===== config.mk =====
export PLATFORM = sky130hd
export DESIGN_NAME = rmw_lane
export DESIGN_NICKNAME = d
export VERILOG_FILES = /design/src/rtl/rmw_pkg.sv /design/src/rtl/rmw_lane.sv
export SDC_FILE = /design/constraint.sdc
export NUM_CORES = 1
export LEC_CHECK = 0
export ABC_AREA = 1
export BUFFER_PORTS_ARGS = -buffer_cell sky130_fd_sc_hd__buf_2
export CORE_MARGIN = 1
export CORE_UTILIZATION = 41
export DETAILED_ROUTE_END_ITERATION = 12
export GPL_TIMING_DRIVEN = 0
export PLACE_DENSITY = 0.73
export SLEW_MARGIN = 5
export SYNTH_ARGS = -nofsm -noshare
export SYNTH_HDL_FRONTEND = slang
export SYNTH_SLANG_ARGS = --single-unit

===== constraint.sdc =====
create_clock -name vclk -period 5.1
set_input_delay 0.51 -clock vclk [all_inputs]
set_output_delay 0.51 -clock vclk [all_outputs]
set_load 0.005 [all_outputs]

===== src/rtl/rmw_pkg.sv =====
// Package for the region merge window test block.
// Holds the window geometry constants and the stage-1 word type.
// Depends on nothing.
package rmw_pkg;

	localparam int HIST_BITS = 32;
	localparam int WIN_SIZE  = 16;
	localparam int MAX_DIFF  = 2;
	localparam int MAP_BITS  = 32;
	localparam int NODE_W    = 11;
	localparam int CNT_W     = $clog2(WIN_SIZE + 1);

	// One lane per window start, starts 0 .. HIST_BITS-WIN_SIZE-1
	localparam int NUM_WIN   = HIST_BITS - WIN_SIZE;

	// Maps padded with zero slots when the histogram is wider than the maps
	localparam int EXT_W     = (HIST_BITS > MAP_BITS) ? HIST_BITS : MAP_BITS;

	// Reset value of node_count
	localparam logic [NODE_W-1:0] NODE_COUNT_RST = NODE_W'(1);

	// Word handed from the lane stage to the output stage
	typedef struct packed {
		logic               valid;
		logic               node_ok;
		logic [NUM_WIN-1:0] fail;
	} s1_word_t;

endpackage


===== src/rtl/rmw_lane.sv =====
// One window lane: counts set slots of both maps in a 16-slot window.
// Flags the window when the counts differ by more than MAX_DIFF.
// Depends on rmw_pkg.
module rmw_lane (
	input  logic [rmw_pkg::WIN_SIZE-1:0] win_a,
	input  logic [rmw_pkg::WIN_SIZE-1:0] win_b,
	output logic                         fail
);

	logic [1:0] a1 [8];
	logic [1:0] b1 [8];
	logic [2:0] a2 [4];
	logic [2:0] b2 [4];
	logic [3:0] a3 [2];
	logic [3:0] b3 [2];
	logic [rmw_pkg::CNT_W-1:0] cnt_a;
	logic [rmw_pkg::CNT_W-1:0] cnt_b;
	logic [rmw_pkg::CNT_W-1:0] diff;

	// Add pairs of slots
	always_comb begin
		for (int i = 0; i < 8; i++) begin
			a1[i] = 2'(win_a[2*i]) + 2'(win_a[2*i+1]);
			b1[i] = 2'(win_b[2*i]) + 2'(win_b[2*i+1]);
		end
	end

	// Add pairs of pair sums
	always_comb begin
		for (int i = 0; i < 4; i++) begin
			a2[i] = 3'(a1[2*i]) + 3'(a1[2*i+1]);
			b2[i] = 3'(b1[2*i]) + 3'(b1[2*i+1]);
		end
	end

	always_comb begin
		for (int i = 0; i < 2; i++) begin
			a3[i] = 4'(a2[2*i]) + 4'(a2[2*i+1]);
			b3[i] = 4'(b2[2*i]) + 4'(b2[2*i+1]);
		end
	end

	assign cnt_a = rmw_pkg::CNT_W'(a3[0]) + rmw_pkg::CNT_W'(a3[1]);
	assign cnt_b = rmw_pkg::CNT_W'(b3[0]) + rmw_pkg::CNT_W'(b3[1]);

	// Absolute difference against the limit
	assign diff = (cnt_a > cnt_b) ? (cnt_a - cnt_b) : (cnt_b - cnt_a);
	assign fail = (diff > rmw_pkg::CNT_W'(rmw_pkg::MAX_DIFF));

endmodule


After elaboration in Yosys (flattened, before gate mapping)
Index checks and enable logic that the tools add are counted.
{ "totals": {"register_bits": 0, "input_bits": 32, "out_inout_bits": 1, "elab_cells": 35} }
{ "op_classes": {"add_sub_neg": 32, "magnitude_cmp": 2, "n_mux": 1} }
{ "ops": {"columns": ["cell", "n"], "rows": [
  ["$add 1x1->2", 16],
  ["$add 2x2->3", 8],
  ["$add 3x3->4", 4],
  ["$add 4x4->5", 2],
  ["$sub 5x5->5", 2],
  ["$gt 5x2->1 const B", 1],
  ["$gt 5x5->1", 1],
  ["$mux 5", 1]
]} }

Depth between registers and ports, before layout
{ "depth": {"ltp_word": 7, "depth_mapped": 23, "depth_no_buf": 23} }

Least setup slack after synthesis
No wires, ideal clock.
{ "synth_timing": {"path_type": "in2out", "startpoint": "input win_a[0] (netlist bit)", "endpoint": "output fail", "t_arrival_ns": 4.321, "required_ns": 4.590, "path_slack_ns": 0.269, "cell_stages": 18, "path_buffers": 0, "cell_sequence": "inv_1 > fa_1 > fa_1 > fa_1 > fa_1 > inv_1 > ha_1 > inv_1 > fa_1 > or2_2 > a21oi_1 > ha_1 > a21oi_1 > nand3_2 > nand2_1 > inv_1 > nand2_1 > nand3_1"} }
{ "synth_via": {"elab_chain_cells": 7, "elab_cells_between_ends": 9, "cone_classes": "add/sub (6); order compare (2); mux (1)"} }
{ "synth_lines": {"columns": ["element", "line_no", "text"], "rows": [
  ["start: declaration", "rmw_lane.sv:5", "input logic [rmw_pkg::WIN_SIZE-1:0] win_a,"],
  ["$add 1x1->2 *", "rmw_lane.sv:23", "a1[i] = 2'(win_a[2*i]) + 2'(win_a[2*i+1]);"],
  ["$add 2x2->3 *", "rmw_lane.sv:31", "a2[i] = 3'(a1[2*i]) + 3'(a1[2*i+1]);"],
  ["$add 3x3->4 *", "rmw_lane.sv:38", "a3[i] = 4'(a2[2*i]) + 4'(a2[2*i+1]);"],
  ["$add 4x4->5 *", "rmw_lane.sv:43", "assign cnt_a = rmw_pkg::CNT_W'(a3[0]) + rmw_pkg::CNT_W'(a3[1]);"],
  ["$sub 5x5->5 or $gt 5x5->1 (tied branches)", "rmw_lane.sv:47", "assign diff = (cnt_a > cnt_b) ? (cnt_a - cnt_b) : (cnt_b - cnt_a);"],
  ["$mux 5 *", "rmw_lane.sv:47", null],
  ["$gt 5x2->1 *", "rmw_lane.sv:48", "assign fail = (diff > rmw_pkg::CNT_W'(rmw_pkg::MAX_DIFF));"],
  ["end: declaration", "rmw_lane.sv:7", "output logic fail"]
]} }
Every way passes the cells marked *; elsewhere a longest branch is shown, timed or not.

Worst setup path in the final report
{ "layout_timing": {"startpoint": "input win_a[3] (netlist bit)", "endpoint": "output fail"} }
Same word-level chain as after synthesis.

==> flow_summary_export.csv <==
group,metric,value,unit
timing,tns,-0.01697,ns
flow_run,cap_violations,0,
layout,final_nets,284,
layout,seq_cell_count,0,
placed_design,io_buffers,33,
critical_path,end_kind,"primary output",
grt,grt_max_degree,11,
layout,diodes,0,
timing,finalHoldViolCount,0,
layout,layoutNonFillerInstCount,240,
placed_design,place_inst,235,
grt,top_usage_layer,"met2",
critical_path,worstPathRequired,4.59,ns
drt,postRouteAntennaNets,0,
synth,synth_top_area_share,34.71,%
floorplanning,ios,33,
critical_path,start_kind,"input port",
grt,met1_usage,18.17,%
grt,grt_antenna_before_repair,0,
layout,layout-drive-gt1-share,35.89,%
grt,grt_pass1_wl,3.836,mm
layout,syn2layout_area_growth,28.70,%
run_status,violations,"design-rule violations, negative setup slack",
timing,post-route-period-util,100.3,%
timing,drv_slew,0,
grt,grtUsageMet3,0.2232,%
synth,seq_area_frac_synth,0,%
floorplanning,die_x,57.63,um
synth,syn-cell-area,0.001269,mm2
timing,tightest_slew,0.2398,ns
drt,wl_per_cell,8.971,um
floorplanning,dieArea,0.003321,mm2
drt,viasPerCell,4.529,
floorplanning,coreArea,0.002853,mm2
timing,clock.fmax,195.4,MHz
timing,grt_setup_unrepaired,"true",
grt,grt_use_met2,28.74,%
critical_path,crit_type,"in -> out",
drt,drc_errors,2,
min_path,hold_class,"in -> out",
synth,netlist_top_cells_area,"fa_1 (35%), inv_1 (20%), ha_1 (19%)",
timing,timing.hold.ws,1.699,ns
grt,grt_usage,14.34,%
layout,regArea,0,um2
placed_design,dp_hpwl,1.844,mm
floorplanning,die_y,57.63,um
drt,drtIter0Drc,17,
synth,synthDistinctLibCells,20,
drt,totalWireLength,2.153,mm
synth,yosys.area.top_type,"fa_1",
synth,syn_inst,171,
layout,clock_buffers,0,
grt,grt.overflow.total,0,
run_status,status,"finished with violations",
floorplanning,start_util,44.47,%
drt,num_vias,1087,
synth,yosys_warnings,0,
placed_design,post-place-ws,-0.2162,ns
synth,avgSynthCellArea,7.419,um2
timing,slew_headroom,83.91,%
timing,layout_setup_ws,-0.01697,ns
grt,grt_pass1_vias,994,
placed_design,routabilityCongestion,0.8063,
timing,layout_min_cycle_time,5.117,ns
drt,first_pass_iters,8,
synth,synth_fp_nets,244,
floorplanning,rows,19,
critical_path,cp_max_fo,3,
timing,finalSetupViolations,1,
critical_path,cp_data_arrival_time,4.61,ns
## critical path, cell delays in order
cell and delay [ns]:
buf_6 0.07, inv_2 0.03, fa_1 0.56, fa_1 0.45
fa_1 0.55, fa_1 0.41, inv_1 0.07, ha_2 0.19
inv_2 0.04, fa_2 0.62, inv_2 0.06, fa_2 0.36
nand3b_1 0.19, nand3_1 0.10, nand2_1 0.07, o21ai_1 0.13
nand3_1 0.07, buf_2 0.12
## what timing repair did
action / 4_1_cts / 5_1_grt
hold endpoints to repair: 0 / 0
setup buffers: 2 / 2
hold buffers: 0 / 0
pin swaps: 7 / 22
endpoints found under the setup margin: 1 / 1
resized for setup: 13 / 22
gates cloned: 0 / 1
## per-layer routing
metal | part of all wire (%) | up-vias
li1 | - | 564
met5 | 0 | -
met3 | 1.3 | 0
met2 | 56 | 9
met1 | 42 | 514
met4 | 0 | 0
## logic make-up after synthesis
| group | synth area share [%] |
|---|---|
| buf+inv | 22.48 |
| simple gates | 17.06 |
| fa+ha+maj | 53.45 |
| compound gates | 4.241 |
| xor+xnor | 2.762 |
## metrics by stage
stage          cell area (um2)  utilization (%)
4_1_cts                   1526            53.51
5_1_grt                   1633            57.24
3_5_place_dp              1473            51.62
3_3_place_gp              1473            51.62
2_1_floorplan             1269                -
6_report                  1633            57.24
## cells in the final DEF (no fill, tap or decap), types with 3 or more instances in the layout
cell type,instances
inv_1,63
fa_2,4
nor2_2,3
buf_4,4
nand3_1,11
buf_2,33
inv_2,7
ha_1,15
o21ai_1,3
fa_1,18
nand2_2,6
buf_6,3
a21oi_4,4
xor2_1,3
nand2_1,16
## cells in the mapped netlist
cell type	number
inv_1	69
fa_1	22
ha_1	19
nand2_1	18
nand3_1	12
a21oi_1	6
nand2_2	5
xor2_1	3
buf_6	2
nand3b_1	2
nand4_1	2
nor2_1	2
o21ai_0	2
a21oi_2	1
inv_2	1
nand3_2	1
nor2_2	1
o21ai_1	1
or2_2	1
xnor2_1	1
## path summary, 6_finish.rpt
path,startpoint,end,slack [ns],cells past startpoint
hold / removal,win_a[2],fail,1.70,7
setup / recovery,win_a[3],fail,-0.02,18
## final cells by class
cell class                      count  area [um2]
Inverter                           70       262.8
Buffer                              2       22.52
Fill cell                         263        1220
Timing Repair Buffer               38       206.4
Tap cell                           31       38.79
Multi-Input combinational cell     99        1102
Power is not shown: default switching activity piles up to over one toggle a cycle in this logic, so the estimate is an artifact.
